[src/design/joint_keyframe_blend_table_macros.svh]
// assertion macros for the joint keyframe blend table
`ifndef JOINT_KEYFRAME_BLEND_TABLE_MACROS_SVH
`define JOINT_KEYFRAME_BLEND_TABLE_MACROS_SVH

// condition implies consequence in the same cycle
`define JKBT_ASSERT_NOW(label, clk, rst, cond, cons, msg) \
  label: assert property (@(posedge clk) disable iff (rst) (cond) |-> (cons)) else $error(msg);

// condition implies consequence in the next cycle
`define JKBT_ASSERT_NEXT(label, clk, rst, cond, cons, msg) \
  label: assert property (@(posedge clk) disable iff (rst) (cond) |=> (cons)) else $error(msg);

`endif

[src/design/jkbt_pkg.sv]
// shared types and constants of the joint keyframe blend table
package jkbt_pkg;

  localparam int POSE_N = 8;
  localparam int COMP_W = 32;
  localparam int FRAC_W = 17;
  localparam logic [FRAC_W-1:0] ONE_Q16 = 17'h10000;

  localparam logic CMD_UPDATE = 1'b0;
  localparam logic CMD_FINAL  = 1'b1;
  localparam logic ST_OK      = 1'b0;
  localparam logic ST_FULL    = 1'b1;

  typedef struct packed {
    logic                     go;
    logic signed [COMP_W-1:0] a;
    logic signed [COMP_W-1:0] b;
    logic [FRAC_W-1:0]        f;
  } blend_req_t;

endpackage

[src/design/jkbt_blend.sv]
// blend unit: a + round((b - a) * f / 65536), registered multiply, combinational add
module jkbt_blend (
  input  logic                              clk,
  input  logic                              rst,
  input  jkbt_pkg::blend_req_t              req,
  output logic                              valid,
  output logic signed [jkbt_pkg::COMP_W-1:0] r
);
  import jkbt_pkg::*;

  logic signed [COMP_W:0]        diff;
  logic signed [FRAC_W:0]        fs;
  logic signed [COMP_W+FRAC_W:0] prod;
  logic signed [COMP_W+FRAC_W:0] rnd;
  logic signed [COMP_W+FRAC_W:0] sh;
  logic signed [COMP_W-1:0]      a_q;

  assign diff = {req.b[COMP_W-1], req.b} - {req.a[COMP_W-1], req.a};
  assign fs   = {1'b0, req.f};

  always_ff @(posedge clk) begin
    if (rst) begin
      valid <= 1'b0;
    end else begin
      valid <= req.go;
    end
    if (req.go) begin
      a_q  <= req.a;
      prod <= diff * fs;
    end
  end

  // floor of the rounded product, halves go up
  assign rnd = prod + (COMP_W+FRAC_W+1)'(32768);
  assign sh  = rnd >>> 16;
  assign r   = a_q + sh[COMP_W-1:0];

endmodule

[config.mk]
export PLATFORM = sky130hd
export DESIGN_NAME = jkbt_blend
export DESIGN_NICKNAME = d
export VERILOG_FILES = /design/src/design/joint_keyframe_blend_table_macros.svh /design/src/design/jkbt_pkg.sv /design/src/design/jkbt_blend.sv
export SDC_FILE = /design/constraint.sdc
export NUM_CORES = 2
export LEC_CHECK = 0
export BUFFER_PORTS_ARGS = -buffer_cell sky130_fd_sc_hd__buf_2
export CORE_MARGIN = 4
export CORE_UTILIZATION = 40
export DETAILED_ROUTE_END_ITERATION = 12
export GPL_TIMING_DRIVEN = 0
export PLACE_DENSITY_LB_ADDON = 0.15
export SLEW_MARGIN = 20
export SYNTH_ARGS = -nofsm -noshare
export SYNTH_HDL_FRONTEND = slang
export SYNTH_SLANG_ARGS = --single-unit
[constraint.sdc]
create_clock -name clk -period 8.9 [get_ports clk]
set_input_delay 0.445 -clock clk [delete_from_list [all_inputs] [get_ports clk]]
set_output_delay 0.445 -clock clk [all_outputs]
set_load 0.02 [all_outputs]
Yosys cells after proc, flatten, opt, wreduce, memory -nomap -nowiden
Cells that the tools add are included.
- register bits after elaboration: 81
- $add $sub $neg: 3
- multipliers: 1
- operators with widths (kind ; number):
    $add 48x17->48 const B ; 1
    $mul 33x18->48 ; 1
    $sub 32x32->33 ; 1
    $add 32x32->32 ; 1

Longest topological paths before layout
- depth in word-level cells: 2
- gate-level depth with buffers: 39
- gate-level depth less buffers: 38

Least setup slack after synthesis
Ideal clock, no wire load.
- path type: input-to-reg
- start: input port req[54] in the netlist's numbering
- end: register prod[47] (data pin)
- library setup time: 259 ps
- arrival time: 8394 ps
- required time: 8641 ps
- setup slack: 246 ps
- stages on the path: 33
- buffers on the path: 1
- path through: inv_1 ha_1 a21o_1 or3_1 o21a_1 or4_4 a31oi_1 nor2b_1 nor2_1 xnor2_1 clkbuf_1 nand2_1 fa_1 fa_1 inv_1 fa_1 fa_1 fa_1 inv_1 fa_1 inv_1 ha_1 a21oi_1 o21ai_1 a41o_2 and3_1 a21oi_1 a2111o_1 a21o_1 a21oi_1 a31o_2 or4b_1 xnor2_1
- longest elaborated chain between the ends: 2
- RTL lines (item ; RTL line ; text):
    start, declared ; jkbt_blend.sv:5 ; input jkbt_pkg::blend_req_t req,
    $sub 32x32->33 ; jkbt_blend.sv:18 ; assign diff = {req.b[COMP_W-1], req.b} - {req.a[COMP_W-1], req.a};
    $mul 33x18->48 ; jkbt_blend.sv:29 ; prod <= diff * fs;
    end signal, assigned ; jkbt_blend.sv:29 ;
    end, declared ; jkbt_blend.sv:13 ; logic signed [COMP_W+FRAC_W:0] prod;
No other way between the ends.
A chain may end at the register's enable or synchronous reset.

Final worst setup path
Same ends and word-level chain as after synthesis.

==> report_table.html <==
<table>
<tr><th>Metric</th><th>Value</th></tr>
<tr><th colspan="2">STA</th></tr>
<tr><td>Post-route setup TNS</td><td>0 ns</td></tr>
<tr><td>Relative slew slack</td><td>23.68%</td></tr>
<tr><td>Hold slack</td><td>about 0.22 ns</td></tr>
<tr><td>Max-slew violations</td><td>0</td></tr>
<tr><td>Share of the clock period used by the worst path after layout</td><td>97.53%</td></tr>
<tr><td>Final setup violating endpoints</td><td>0</td></tr>
<tr><td>Number of hold-slack violations in the final timing report</td><td>0</td></tr>
<tr><td>Max Clock Freq</td><td>0.1152 GHz</td></tr>
<tr><td>Post-layout minimum cycle time</td><td>8.680 ns</td></tr>
<tr><td>Actual transition at the worst max-transition pin</td><td>1.137 ns</td></tr>
<tr><th colspan="2">Logic synthesis</th></tr>
<tr><td>Dominant cell by count in the synthesized netlist</td><td>inv_1</td></tr>
<tr><td>Predominant post-synthesis flop cell</td><td>edfxtp_1</td></tr>
<tr><td>Cell Area, Synth</td><td>~0.024 mm²</td></tr>
<tr><td>Share of the synthesized area in the top cell type</td><td>42.71%</td></tr>
<tr><td>Gate count of the mapped netlist</td><td>2681</td></tr>
<tr><td>Fraction of the yosys area taken by sequential cells</td><td>just over 8%</td></tr>
<tr><td>Synth area leaders</td><td>fa_1, inv_1, ha_1</td></tr>
<tr><td>Number of warnings printed during yosys synthesis</td><td>0</td></tr>
<tr><td>Ranking of synthesized cells by instance count</td><td>inv_1, fa_1, nand2_1, and2_1, ha_1</td></tr>
<tr><td>Number of unique standard cell types used by synthesis</td><td>72</td></tr>
<tr><td>Async SR Flop Fraction</td><td>0%</td></tr>
<tr><td>Mean instance size in the synthesized netlist</td><td>9.022 µm²</td></tr>
<tr><td>#FFs+latches synth</td><td>66</td></tr>
<tr><td>Net count of the mapped netlist</td><td>3455</td></tr>
<tr><td>Library cell with the largest summed area after synthesis</td><td>fa_1</td></tr>
<tr><td>Number of enable flip-flop cells after synthesis</td><td>65</td></tr>
<tr><th colspan="2">Worst setup path</th></tr>
<tr><td>Critical path endpoint category</td><td>flop</td></tr>
<tr><td>Highest fanout seen on the critical path</td><td>5</td></tr>
<tr><td>Type of origin of the critical path</td><td>primary input</td></tr>
<tr><td>Most numerous cell on the critical path</td><td>inv_1</td></tr>
<tr><td>Kind of critical path</td><td>in -&gt; reg</td></tr>
<tr><td>Critical Path Max Stage Delay</td><td>0.56 ns</td></tr>
<tr><td>Required @ worst endpoint</td><td>9.02 ns</td></tr>
<tr><td>CP Data Arrival Time</td><td>8.80 ns</td></tr>
<tr><td>Master of the slowest instance on the critical path</td><td>fa_1</td></tr>
<tr><th colspan="2">Floorplanning</th></tr>
<tr><td>Placeable core area</td><td>slightly below 0.06 mm²</td></tr>
<tr><td>Die area</td><td>~0.064 mm²</td></tr>
<tr><td>Placement Rows</td><td>89</td></tr>
<tr><td>Vert. Die Dim</td><td>253.9 µm</td></tr>
<tr><td>I/O pin count</td><td>between 100 and 150</td></tr>
<tr><td>Horizontal die dimension</td><td>253.9 µm</td></tr>
<tr><td>Effective utilization at floorplan</td><td>between 40% and 50%</td></tr>
<tr><th colspan="2">Global route</th></tr>
<tr><td>Initial antenna violation count</td><td>2</td></tr>
<tr><td>Total GRT Usage</td><td>23.27%</td></tr>
<tr><td>Maximum number of pins on one net before global-route repair</td><td>54</td></tr>
<tr><td>GR Overflow Total</td><td>0</td></tr>
<tr><td>First-pass GRT wire length</td><td>114.3 mm</td></tr>
<tr><td>Vias in the first global route</td><td>between 15000 and 20000</td></tr>
<tr><th colspan="2">Routing</th></tr>
<tr><td>Avg Vias per Cell</td><td>5.041</td></tr>
<tr><td>Number of DRC violations after detailed routing</td><td>0</td></tr>
<tr><td>Routed length per instance</td><td>20.00 µm</td></tr>
<tr><td>Sum of routed wire length over all layers</td><td>72.34 mm</td></tr>
<tr><td>Via count of the routed design</td><td>18230</td></tr>
<tr><td>Initial DRT Pass Iterations</td><td>6</td></tr>
<tr><td>Number of nets with antenna violations after routing</td><td>0</td></tr>
<tr><td>First DRT Iteration DRCs</td><td>1032</td></tr>
<tr><th colspan="2">CTS</th></tr>
<tr><td>TritonCTS clock tree</td><td>yes</td></tr>
<tr><td>TritonCTS Sinks</td><td>66</td></tr>
<tr><td>Worst-case clock buffer depth</td><td>2</td></tr>
<tr><td>Number of buffers inserted by hold repair at cts</td><td>0</td></tr>
<tr><td>CTS root buf</td><td>clkbuf_16</td></tr>
<tr><td>Total CTS buffers</td><td>9</td></tr>
<tr><td>Number of levels in the clock H-tree</td><td>3</td></tr>
<tr><td>Clock-pin slew of the registers on the worst-case setup and hold paths</td><td>0.06 ns</td></tr>
<tr><th colspan="2">Cells and area</th></tr>
<tr><td>Layout overhead on the synthesized area</td><td>12.34%</td></tr>
<tr><td>Nets</td><td>approximately 3600</td></tr>
<tr><td>Final cell area excluding filler cells</td><td>0.02717 mm²</td></tr>
<tr><td>Fraction of layout cells with a size suffix above 1</td><td>10.87%</td></tr>
<tr><td>Fill cell total of the finished layout</td><td>5855</td></tr>
<tr><th colspan="2">Place</th></tr>
<tr><td>Total half-perimeter wirelength after legalization and detailed placement</td><td>60.12 mm</td></tr>
<tr><td>Last weighted congestion value of the routability-driven placer</td><td>slightly above 0.9</td></tr>
<tr><td>Cell area after placement</td><td>0.02577 mm²</td></tr>
<tr><td>Number of I/O port buffers</td><td>115</td></tr>
<tr><th colspan="2">Status</th></tr>
<tr><td>Status</td><td>complete, no violations</td></tr>
<tr><th colspan="2">Hold path</th></tr>
<tr><td>Worst min-delay path category</td><td>in -&gt; reg</td></tr>
<tr><th colspan="2">Job</th></tr>
<tr><td>Max-capacitance violation count</td><td>0</td></tr>
</table>
-- metrics by stage --
| step | std cells | utilization (%) | setup slack (ns) |
|---|---|---|---|
| floorplan | 2681 | - | 0.2464 |
| global placement | 3569 | 43.27 | -1.731 |
| detailed placement | 3570 | 43.34 | -1.790 |
| CTS | 3597 | 44.84 | -0.01034 |
| global route | 3615 | 45.68 | -0.05208 |
| finish | 3617 | 45.69 | 0.2196 |
-- flip-flops by register name, summed over array words and instances, names as in the netlist --
register  count
prod         33
a_q          32
valid         1
-- layout by cell type, fill, tap and decap left out, drive strengths merged, types with 25 or more instances in the layout --
cell,n
a21oi,86
inv,654
nand2,319
clkbuf,89
ha,174
nor2,58
fa,516
xor2,31
nor2b,37
xnor2,103
nand3,25
and2,269
nand2b,29
o21ai,37
edfxtp,65
buf,160
a21o,47
-- metal layers --
layer	wire length, µm	global-route usage [%]	up-vias
met5	0	0	-
met4	2200	6.661	0
met3	4476	4.309	111
met2	35030	39.60	480
met1	30640	30.57	9331
li1	-	-	8310
-- area by class of cell --
cell class                 count  area, µm²  area share (%)
sequential                    66       1972           7.257
clock inverter                 5      55.05          0.2026
antenna                        2      5.005         0.01842
buffer                        91      427.9           1.575
clock buffer                  11      232.7          0.8565
timing repair buffer         147      868.3           3.196
multi-input combinational   1868      20190           74.30
tap                          773      967.2           3.560
inverter                     654       2455           9.035
-- critical path, delay by kind of cell --
kind	cells	cell delay, ns
compound gates	9	1.97
simple gates	7	2.01
xor+xnor	2	0.31
buf+inv	6	0.42
fa+ha+maj	8	3.64
-- cell families (layout without fill, tap and decap cells) --
family	Yosys count	count (layout)	share of synthesized area, %
other	0	2	0
XOR/XNOR	134	134	4.945
AO/OA/AOI/OAI	244	244	6.720
flip-flops	66	66	8.153
buffers and inverters	747	908	11.68
adder cells (fa/ha/maj)	690	690	51.71
AND/OR/NAND/NOR	800	800	16.79
-- timing repair --
item                       in CTS  in global routing
setup buffers                  12                 18
setup endpoints to repair      22                 11
resized for setup              91                 84
cloned                          0                  1
pin swaps                      17                 44
-- path summary, 6_finish.rpt --
| path | end | slack [ns] | startpoint | cells past startpoint |
|---|---|---|---|---|
| worst min-delay path | valid | 0.22 | rst | 2 |
| worst max-delay path | prod[47] | 0.22 | req[54] | 32 |
Power is left out: the tool's default activity adds up to more than one toggle a clock period on the data nets, which glitch-free logic cannot reach.
