<file path="src/design/joint_keyframe_blend_table_macros.svh">
// assertion macros for the joint keyframe blend table
`ifndef JOINT_KEYFRAME_BLEND_TABLE_MACROS_SVH
`define JOINT_KEYFRAME_BLEND_TABLE_MACROS_SVH

// condition implies consequence in the same cycle
`define JKBT_ASSERT_NOW(label, clk, rst, cond, cons, msg) \
  label: assert property (@(posedge clk) disable iff (rst) (cond) |-> (cons)) else $error(msg);

// condition implies consequence in the next cycle
`define JKBT_ASSERT_NEXT(label, clk, rst, cond, cons, msg) \
  label: assert property (@(posedge clk) disable iff (rst) (cond) |=> (cons)) else $error(msg);

`endif

</file>
<file path="src/design/jkbt_pkg.sv">
// shared types and constants of the joint keyframe blend table
package jkbt_pkg;

  localparam int POSE_N = 8;
  localparam int COMP_W = 32;
  localparam int FRAC_W = 17;
  localparam logic [FRAC_W-1:0] ONE_Q16 = 17'h10000;

  localparam logic CMD_UPDATE = 1'b0;
  localparam logic CMD_FINAL  = 1'b1;
  localparam logic ST_OK      = 1'b0;
  localparam logic ST_FULL    = 1'b1;

  typedef struct packed {
    logic                     go;
    logic signed [COMP_W-1:0] a;
    logic signed [COMP_W-1:0] b;
    logic [FRAC_W-1:0]        f;
  } blend_req_t;

endpackage

</file>
<file path="src/design/jkbt_frac.sv">
// ratio unit: (t - t0) / (t1 - t0) as a Q1.16 fraction, one quotient bit per cycle
module jkbt_frac #(
  parameter int TIME_BITS = 32
) (
  input  logic                          clk,
  input  logic                          rst,
  input  logic                          start,
  input  logic [TIME_BITS-1:0]          t,
  input  logic [TIME_BITS-1:0]          t0,
  input  logic [TIME_BITS-1:0]          t1,
  output logic                          done,
  output logic [jkbt_pkg::FRAC_W-1:0]   f
);
  import jkbt_pkg::*;

  logic [TIME_BITS-1:0] num;
  logic [TIME_BITS-1:0] den_in;
  logic [TIME_BITS:0]   rem;
  logic [TIME_BITS:0]   rem_sh;
  logic [TIME_BITS-1:0] den;
  logic [15:0]          q;
  logic [3:0]           cnt;
  logic                 run;
  logic                 take;

  assign num    = t - t0;
  assign den_in = t1 - t0;
  assign rem_sh = {rem[TIME_BITS-1:0], 1'b0};
  assign take   = rem_sh >= {1'b0, den};

  always_ff @(posedge clk) begin
    if (rst) begin
      run  <= 1'b0;
      done <= 1'b0;
    end else begin
      done <= 1'b0;
      if (start) begin
        if (den_in == '0) begin
          f    <= '0;
          done <= 1'b1;
        end else if (num >= den_in) begin
          f    <= ONE_Q16;
          done <= 1'b1;
        end else begin
          rem <= {1'b0, num};
          den <= den_in;
          q   <= '0;
          cnt <= '0;
          run <= 1'b1;
        end
      end else if (run) begin
        rem <= take ? rem_sh - {1'b0, den} : rem_sh;
        q   <= {q[14:0], take};
        cnt <= cnt + 4'd1;
        if (cnt == 4'd15) begin
          run  <= 1'b0;
          done <= 1'b1;
          f    <= {1'b0, q[14:0], take};
        end
      end
    end
  end

endmodule

</file>
<file path="config.mk">
export PLATFORM = sky130hd
export DESIGN_NAME = jkbt_frac
export DESIGN_NICKNAME = d
export VERILOG_FILES = /design/src/design/joint_keyframe_blend_table_macros.svh /design/src/design/jkbt_pkg.sv /design/src/design/jkbt_frac.sv
export SDC_FILE = /design/constraint.sdc
export NUM_CORES = 1
export LEC_CHECK = 0
export BUFFER_PORTS_ARGS = -buffer_cell sky130_fd_sc_hd__buf_2
export CORE_UTILIZATION = 46
export DETAILED_ROUTE_END_ITERATION = 8
export PLACE_DENSITY = 0.65
export SKIP_LAST_GASP = 1
export SLEW_MARGIN = 15
export SYNTH_ARGS = -nofsm -noshare
export SYNTH_HDL_FRONTEND = slang
export SYNTH_SLANG_ARGS = --single-unit
</file>
<file path="constraint.sdc">
create_clock -name clk -period 9.1 [get_ports clk]
set_input_delay 0.455 -clock clk [delete_from_list [all_inputs] [get_ports clk]]
set_output_delay 0.455 -clock clk [all_outputs]
set_load 0.005 [all_outputs]
</file>
# Word-level counts from Yosys, hierarchy flattened
# Cells that the tools add are included.
# classes
add_sub_neg	4
multipliers	0
div_mod_pow	0
order_cmp	2
eq_ne	4
shifts	0
mux	28
n_bitwise	3
reduce_logical	7
# ops
operator	n
two-way mux 32 bit	5
subtractor 32 bit	3
two-way mux 17 bit	5
two-way mux 15 bit	4
greater-or-equal comparator 33 x 32 -> 1 bit	1
greater-or-equal comparator 32 bit	1
logical NOT 32 bit	1
two-way mux 4 bit	4
AND reduction 4 bit	3
two-way mux 1 bit	10
adder 4 x 1 -> 4 bit, second input constant	1
== test 4 bit, second input constant	1
!= test 2 bit, second input constant	2
nonzero test 2 bit	2
!= test 3 x 1 -> 1 bit, second input constant	1
NOT 1 bit	3
AND reduction 2 bit	1
# word_totals
register_bits	102
latchBits	0
ram_bits	0
mem_bits_ro	0
n_memories	0

# Depth between registers and ports, before layout
# Gate-level depths: netlist of the first run.
# depth
word_depth	5
depth_mapped	24
ltp_nobuf	24

# Worst setup path before layout of the first run
# Ideal clock, no wire load.
# synth_timing
kind	input -> register
from	input t[0]
to	register cnt[0] (enable)
setup_time_ps	407
arrival_ps	7167
slack_ps	1526
path_stages	23
n_path_buf	0
cell_sequence	inv_1 > ha_1 > inv_1 > fa_1 > a21o_1 > a211oi_1 > o21ai_0 > nand3_1 > a21boi_1 > a41oi_1 > o21ai_1 > a311oi_1 > xnor2_1 > ha_1 > a21o_1 > a21oi_1 > nor2b_1 > o21ai_0 > a21oi_1 > nor2_1 > o31ai_1 > a2111oi_2 > a21o_1
# synth_between
elab_chain_len	4
# synth_lines
item	line	text
start: declaration	jkbt_frac.sv:8	input logic [TIME_BITS-1:0] t,
subtractor 32 bit	jkbt_frac.sv:26	assign num = t - t0;
greater-or-equal comparator 32 bit	jkbt_frac.sv:41	end else if (num >= den_in) begin
!= test 2 bit (no source line)	-	
AND reduction 4 bit (no source line)	-	
end signal: assignment	jkbt_frac.sv:54	cnt <= cnt + 4'd1;
end: declaration	jkbt_frac.sv:22	logic [3:0] cnt;
# No other way between the ends.
# A chain may end at the register's enable or synchronous reset.

# Worst setup path in the final report of the first run
# layout_timing
from	input t[0]
to	register q[5] (enable)
# layout_between
elab_chain_len	4
# layout_lines
item	line	text
subtractor 32 bit	jkbt_frac.sv:26	
greater-or-equal comparator 32 bit	jkbt_frac.sv:41	
!= test 2 bit (no source line)	-	
AND reduction 4 bit (no source line)	-	
end signal: assignment	jkbt_frac.sv:53	q <= {q[14:0], take};
end: declaration	jkbt_frac.sv:21	logic [15:0] q;
# No other way between the ends.

==> results of run 1 <==
-- layout by cell type (no fill, tap or decap), types with 30 or more instances in the layout --
cell,Yosys,routed
xnor2_1,39,39
a21oi_1,121,121
nand2_1,81,81
o21ai_0,68,68
inv_1,126,126
buf_2,9,116
nor2_1,82,82
nor2b_1,30,30
ha_1,127,127
edfxtp_1,100,100
xor2_1,32,32
a21o_1,43,42
-- synth_stat cells, types with 16 or more instances --
cell      number  area share, %
ha_1         127             15
inv_1        126            4.6
a21oi_1      121            5.9
edfxtp_1     100             29
nor2_1        82            3.0
nand2_1       81            3.0
o21ai_0       68            3.3
a21o_1        43            3.1
xnor2_1       39            3.3
xor2_1        32            2.7
nor2b_1       30            1.8
nand3_1       28            1.4
and3_1        25            1.5
nor3_1        21            1.0
clkbuf_1      20           0.73
o21a_1        19            1.4
o21bai_1      17            1.2
nand4_1       16           0.97
-- cell type report --
cell class / instances / area (um2)
multi-input cells: 938 / 6680
flip-flops and latches: 102 / 3040
clock inverters: 6 / 68.8
repair buffers: 120 / 611
inverters: 126 / 473
fillers: 2103 / 10400
clock buffers: 10 / 229
well taps: 280 / 350
-- metrics by stage --
| stage | cell area, um2 | setup WS, ns |
|---|---|---|
| after floorplan | 10300 | 1.53 |
| after global placement | 11100 | 2.68 |
| after detailed placement | 11100 | 2.49 |
| after CTS | 11400 | 2.84 |
| after global routing | 11500 | 2.73 |
| final | 11500 | 3.28 |
-- state kept, by name, indices dropped and copies added, names as in the netlist --
name / count
cnt: 4
run: 1
den: 32
f: 17
done: 1
q: 15
rem: 32
-- critical path, stage by stage --
cell and delay (ns):
buf_2 0.09, inv_1 0.04, ha_1 0.16, inv_1 0.05, fa_1 0.39, a21o_1 0.19, a211oi_1 0.32, o21ai_0 0.20
nand3_1 0.17, a21boi_1 0.12, a41oi_1 0.40, o21ai_1 0.20, a311oi_1 0.34, xnor2_1 0.20, ha_1 0.29, a21o_1 0.17
a21oi_1 0.14, nor2b_1 0.06, o21ai_0 0.16, a21oi_1 0.08, nor2_1 0.10, o31ai_1 0.14, a2111oi_4 0.33, buf_4 0.41
a21o_4 0.57
-- final timing paths --
path	from	endpoint	slack [ns]	depth (start not counted)
max	t[0]	q[5]	3.28	25
min	rst	run	0.38	2
max reg2reg	rem[0]	rem[14]	4.68	11
min reg2reg	q[14]	f[15]	0.57	1
-- logic make-up after synthesis --
family	count (synthesis)	share of synthesized area (%)
and+or+nand+nor	337	16.6
adders and majority gates	130	16.0
muxes	17	1.79
buffers and inverters	157	5.87
xor gates and xnor gates	71	6.04
DFF	102	29.6
AOI/OAI and AO/OA	383	24.1
-- power by group --
group	internal [uW]	switching [uW]
logic	498	707
registers	647	34.7
clock network	215	167
total	1360	909
-- routing by layer --
metal	up-vias	global-route usage, %
met1	4148	33.7
met5	-	0
li1	4591	-
met3	34	1.80
met4	0	6.78
met2	264	35.5
==> impl_metrics.ini, run 1 <==
[critical_path]
critical_path_arrival_ns = 5.79
cp-start-kind = input port
crit_type = in -> reg
critPathCaptureType = flop
crit_path_max_fanout = 51
crit_required_ns = 9.07

[sta]
timing.hold.ws_ns = 0.377
setup_viol_count_final = 0
drv_slew = 0
final_hold_viol_count = 0
fmax_mhz = 172
finalCritPeriodShare_pct = 63.9
min_period_ns = 5.82
relSlewSlack_pct = 48.7
rsz0062_at_grt = no
worstMarginPinSlew_ns = 0.764
fin_skew_ns = 0.0122
fin_tns_setup_ns = 0

[floorplanning]
die_h_um = 152
initial_utilization_pct = 47.0
ios = 117
die_w_um = 152
core-area_mm2 = 0.0219
dieArea_mm2 = 0.0230
num_rows = 54

[synth]
synthCells = 1197
synth_edf_count = 100
ys_warn_count = 0
avgSynthCellArea_um2 = 8.60
synth_area_mm2 = 0.0103
synth-seq-area-share_pct = 29.6
syn_nets = 1426
async_flop_share_pct = 0
synth_ff_type = edfxtp_1
ys_ff_latch = 102
ys_types = 79

[global_route]
grt-ovfl-total = 0
antenna_found_initial = 0
grt_pass1_vias = 8521
grt_pass1_wl_mm = 41.8
grt_usage_pct = 22.9
grt_start_max_net_pins = 52

[detailed_routing]
dr.pass1.iters = 6
ant_nets = 0
routed_wirelength_mm = 25.5
drc_errors = 0
highest_layer = met4
routed_via_density = 5.71
met2_length_mm = 11.2
vias = 9037
dr_wl_met3_mm = 1.21
wl_met1_mm = 12.6
drt_iter0_drc = 649
wl_per_cell_um = 16.1

[placement]
place_inst = 1566
gp_congestion = 0.934
port_buffers = 116
hpwl_mm = 20.9

[power_and_ir_drop]
total_power_uw = 2270
ir_drop_mv = 0.0993
leakagePower_uw = 0.00517
power_density_mw_per_mm2 = 198

[layout]
drive_above_1_share_pct = 13.5
num_antenna_cells = 0
stdcell_count = 1582
area.growth.synth_to_final_pct = 11.2
utilization_pct = 52.3
final_nets = 1526

[cts]
cts_tree = yes
clock-root-buffer = clkbuf_16
cts_buffers = 9
cts.sinks = 102
clkTransAtPathRegs_ns = 0.07
cts_resized = 0
clk_latency_ns = 0.35
cts-htree-levels = 3
cts_hold_buffers = 0
postCtsSetupBuffers = 0
clockBufferDepth = 2

[worst_hold_path]
hp-class = in -> reg

[outcome]
status = finished clean

[job]
maxCapViolCount = 0
Note: power is estimated with default switching activity, not from simulation.
==> run 2: changes to the inputs <==
PLACE_DENSITY = 0.68   (was 0.65)
clock period = 4.7 ns   (was 9.1 ns; I/O delays follow)
==> run 2 against run 1 <==
Effect of this change:
- die area unchanged
- critical path type unchanged
- first-iteration DRC count decreased by 13%
- routed wire length increased by 1.9%
- combinational power increased by 110%
- worst hold slack got worse by 0.21 ns
- sequential power increased by 94%
- utilization increased by 2.6 points
- count of clock-buffer cells in the layout increased by 1
- clock skew increased by 0.00088 ns
- largest cell class unchanged
- global-route usage increased by 0.79 points
- cell area increased by 4.9%
==> impl_metrics.ini, run 2 (synthesis gave the netlist of run 1 again) <==
[outcome]
status = finished clean

[job]
maxCapViolCount = 0

[critical_path]
path_buf_inv = 6
crit_type = in -> reg
critical_path.top_delay_family = compound AO/OA/AOI/OAI gates
critical_path_arrival_ns = 4.49
critPathCaptureType = flop
crit_required_ns = 4.75
critical-path-slowest-cell = fa_1
crit_path_max_incr_delay_ns = 0.42
crit_path_max_fanout = 17
crit_top_cell = buf_4
path_cells = buf_2 -> ha_1 -> fa_1 -> nor2b_1 -> o31ai_1 -> buf_4 -> a21o_1 -> and4b_1 -> a311oi_1 -> buf_4 -> inv_1 -> ha_1 -> nand4_1 -> nor2_1 -> nand2_1 -> nor4_1 -> a21oi_1 -> buf_4 -> o31ai_2 -> o21ai_0 -> nand2_1 -> buf_12
cp-start-kind = input port

[cts]
cts.sinks = 102
clk_latency_ns = 0.35
cts-htree-levels = 3
cts_tree = yes
cts_buffers = 9
clock-root-buffer = clkbuf_16
clkTransAtPathRegs_ns = 0.07
postCtsSetupBuffers = 0
cts_hold_buffers = 0
cts_resized = 0
clockBufferDepth = 2

[detailed_routing]
dr.pass1.iters = 4
ant_nets = 0
drt_iter0_drc = 563
drc_errors = 0
routed_wirelength_mm = 26.0
wl_per_cell_um = 16.0
routed_via_density = 5.69
vias = 9279

[global_route]
grt_start_max_net_pins = 60
grt_usage_pct = 23.7
grt-ovfl-total = 0
grt_pass1_wl_mm = 43.0
grt_pass1_vias = 8749
antenna_found_initial = 0

[placement]
gp_congestion = 0.932
port_buffers = 116
dpl_worst_slack_ns = -0.0333
hpwl_mm = 21.7

[layout]
largestRegisters = den (32), rem (32), f (17)
num_antenna_cells = 0
layout_common_cells = inv_1 (121), ha_1 (119), a21oi_1 (118)
drive_above_1_share_pct = 18.5
mostFrequentLayoutCell = inv_1
area.growth.synth_to_final_pct = 16.7
final_nets = 1575

[power_and_ir_drop]
power_density_mw_per_mm2 = 373
p_sw_uw = 1800
seqPwrFrac_pct = 29.4
leakagePower_uw = 0.00542
total_power_uw = 4490
p_clk_share_pct = 15.2
ir_drop_mv = 0.217
p_int_uw = 2680
sw_frac_of_total_pct = 40.2
power_frac_comb_pct = 55.5

[floorplanning]
dieArea_mm2 = 0.0230
initial_utilization_pct = 47.0
ios = 117
core-area_mm2 = 0.0219
die_w_um = 152
num_rows = 54
die_h_um = 152

[sta]
fin_ws_ns = 0.260
worstMarginPinSlew_ns = 0.719
relSlewSlack_pct = 51.4
setup_viol_count_final = 0
final_hold_viol_count = 0
min_period_ns = 4.44
fmax_mhz = 225
fin_tns_setup_ns = 0
finalCritPeriodShare_pct = 94.5
rsz0062_at_grt = no
drv_slew = 0
fin_skew_ns = 0.0131

[worst_hold_path]
hp-class = in -> reg
## run 2: cell types whose count changed in the layout (fill, tap and decap cells not counted), sizes merged
| cell | before | now |
|---|---|---|
| bufinv | 1 | 0 |
| clkinv | 2 | 3 |
| clkbuf | 10 | 11 |
| inv | 128 | 127 |
| buf | 120 | 169 |
## run 2: cell type report
type	instances	area, um2
clock buffer	11	233
clock inverter	5	33.8
fill	2027	9870
inverter	126	488
multi-input combinational	938	6830
sequential	102	3040
tap	280	350
timing repair buffer	169	1040
## run 2: stage by stage
step | hold slack [ns] | utilization (%) | cells | cell area [um2]
floorplan | 0.337 | - | 1197 | 10500
global placement | 0.526 | 53.7 | 1615 | 11800
detailed placement | 0.506 | 53.7 | 1615 | 11800
CTS | 0.164 | 54.9 | 1631 | 12000
global route | 0.179 | 54.9 | 1631 | 12000
finish | 0.167 | 54.9 | 1631 | 12000
## run 2: power by group through the flow
| stage | Combinational, uW | Sequential (uW) | Clock (uW) |
|---|---|---|---|
| after global routing | 2790 | 1340 | 728 |
| final | 2490 | 1320 | 680 |
| after detailed placement | 2450 | 1340 | 0 |
| after CTS | 2470 | 1320 | 694 |
| after global placement | 2420 | 1330 | 0 |
| after floorplan | 1800 | 1320 | 0 |
## run 2: path summary, 6_finish.rpt
path	endpoint	from	slack, ns	depth (start not counted)
max	f[9]	t0[0]	0.26	22
min reg2reg	run	run	0.53	2
min	run	rst	0.17	2
max reg2reg	rem[14]	rem[6]	1.12	12
## run 2: worst reg2reg max path: cells and delay by family, from the launching register on
kind	cells	cell delay, ns
compound gates	5	1.62
fa+ha+maj	1	0.41
buf+inv	1	0.19
flops	1	0.40
mux	1	0.30
simple gates	4	0.41
## run 2: layer usage
layer  vias up  part of all wire [%]  GRT usage [%]  routed length, um
met5         -                     0              0                  0
li1       4691                     -              -                  -
met4         0                   2.2           7.48                584
met2       246                    44           37.3              11500
met1      4302                    49           34.1              12800
met3        40                   4.1           2.13               1070
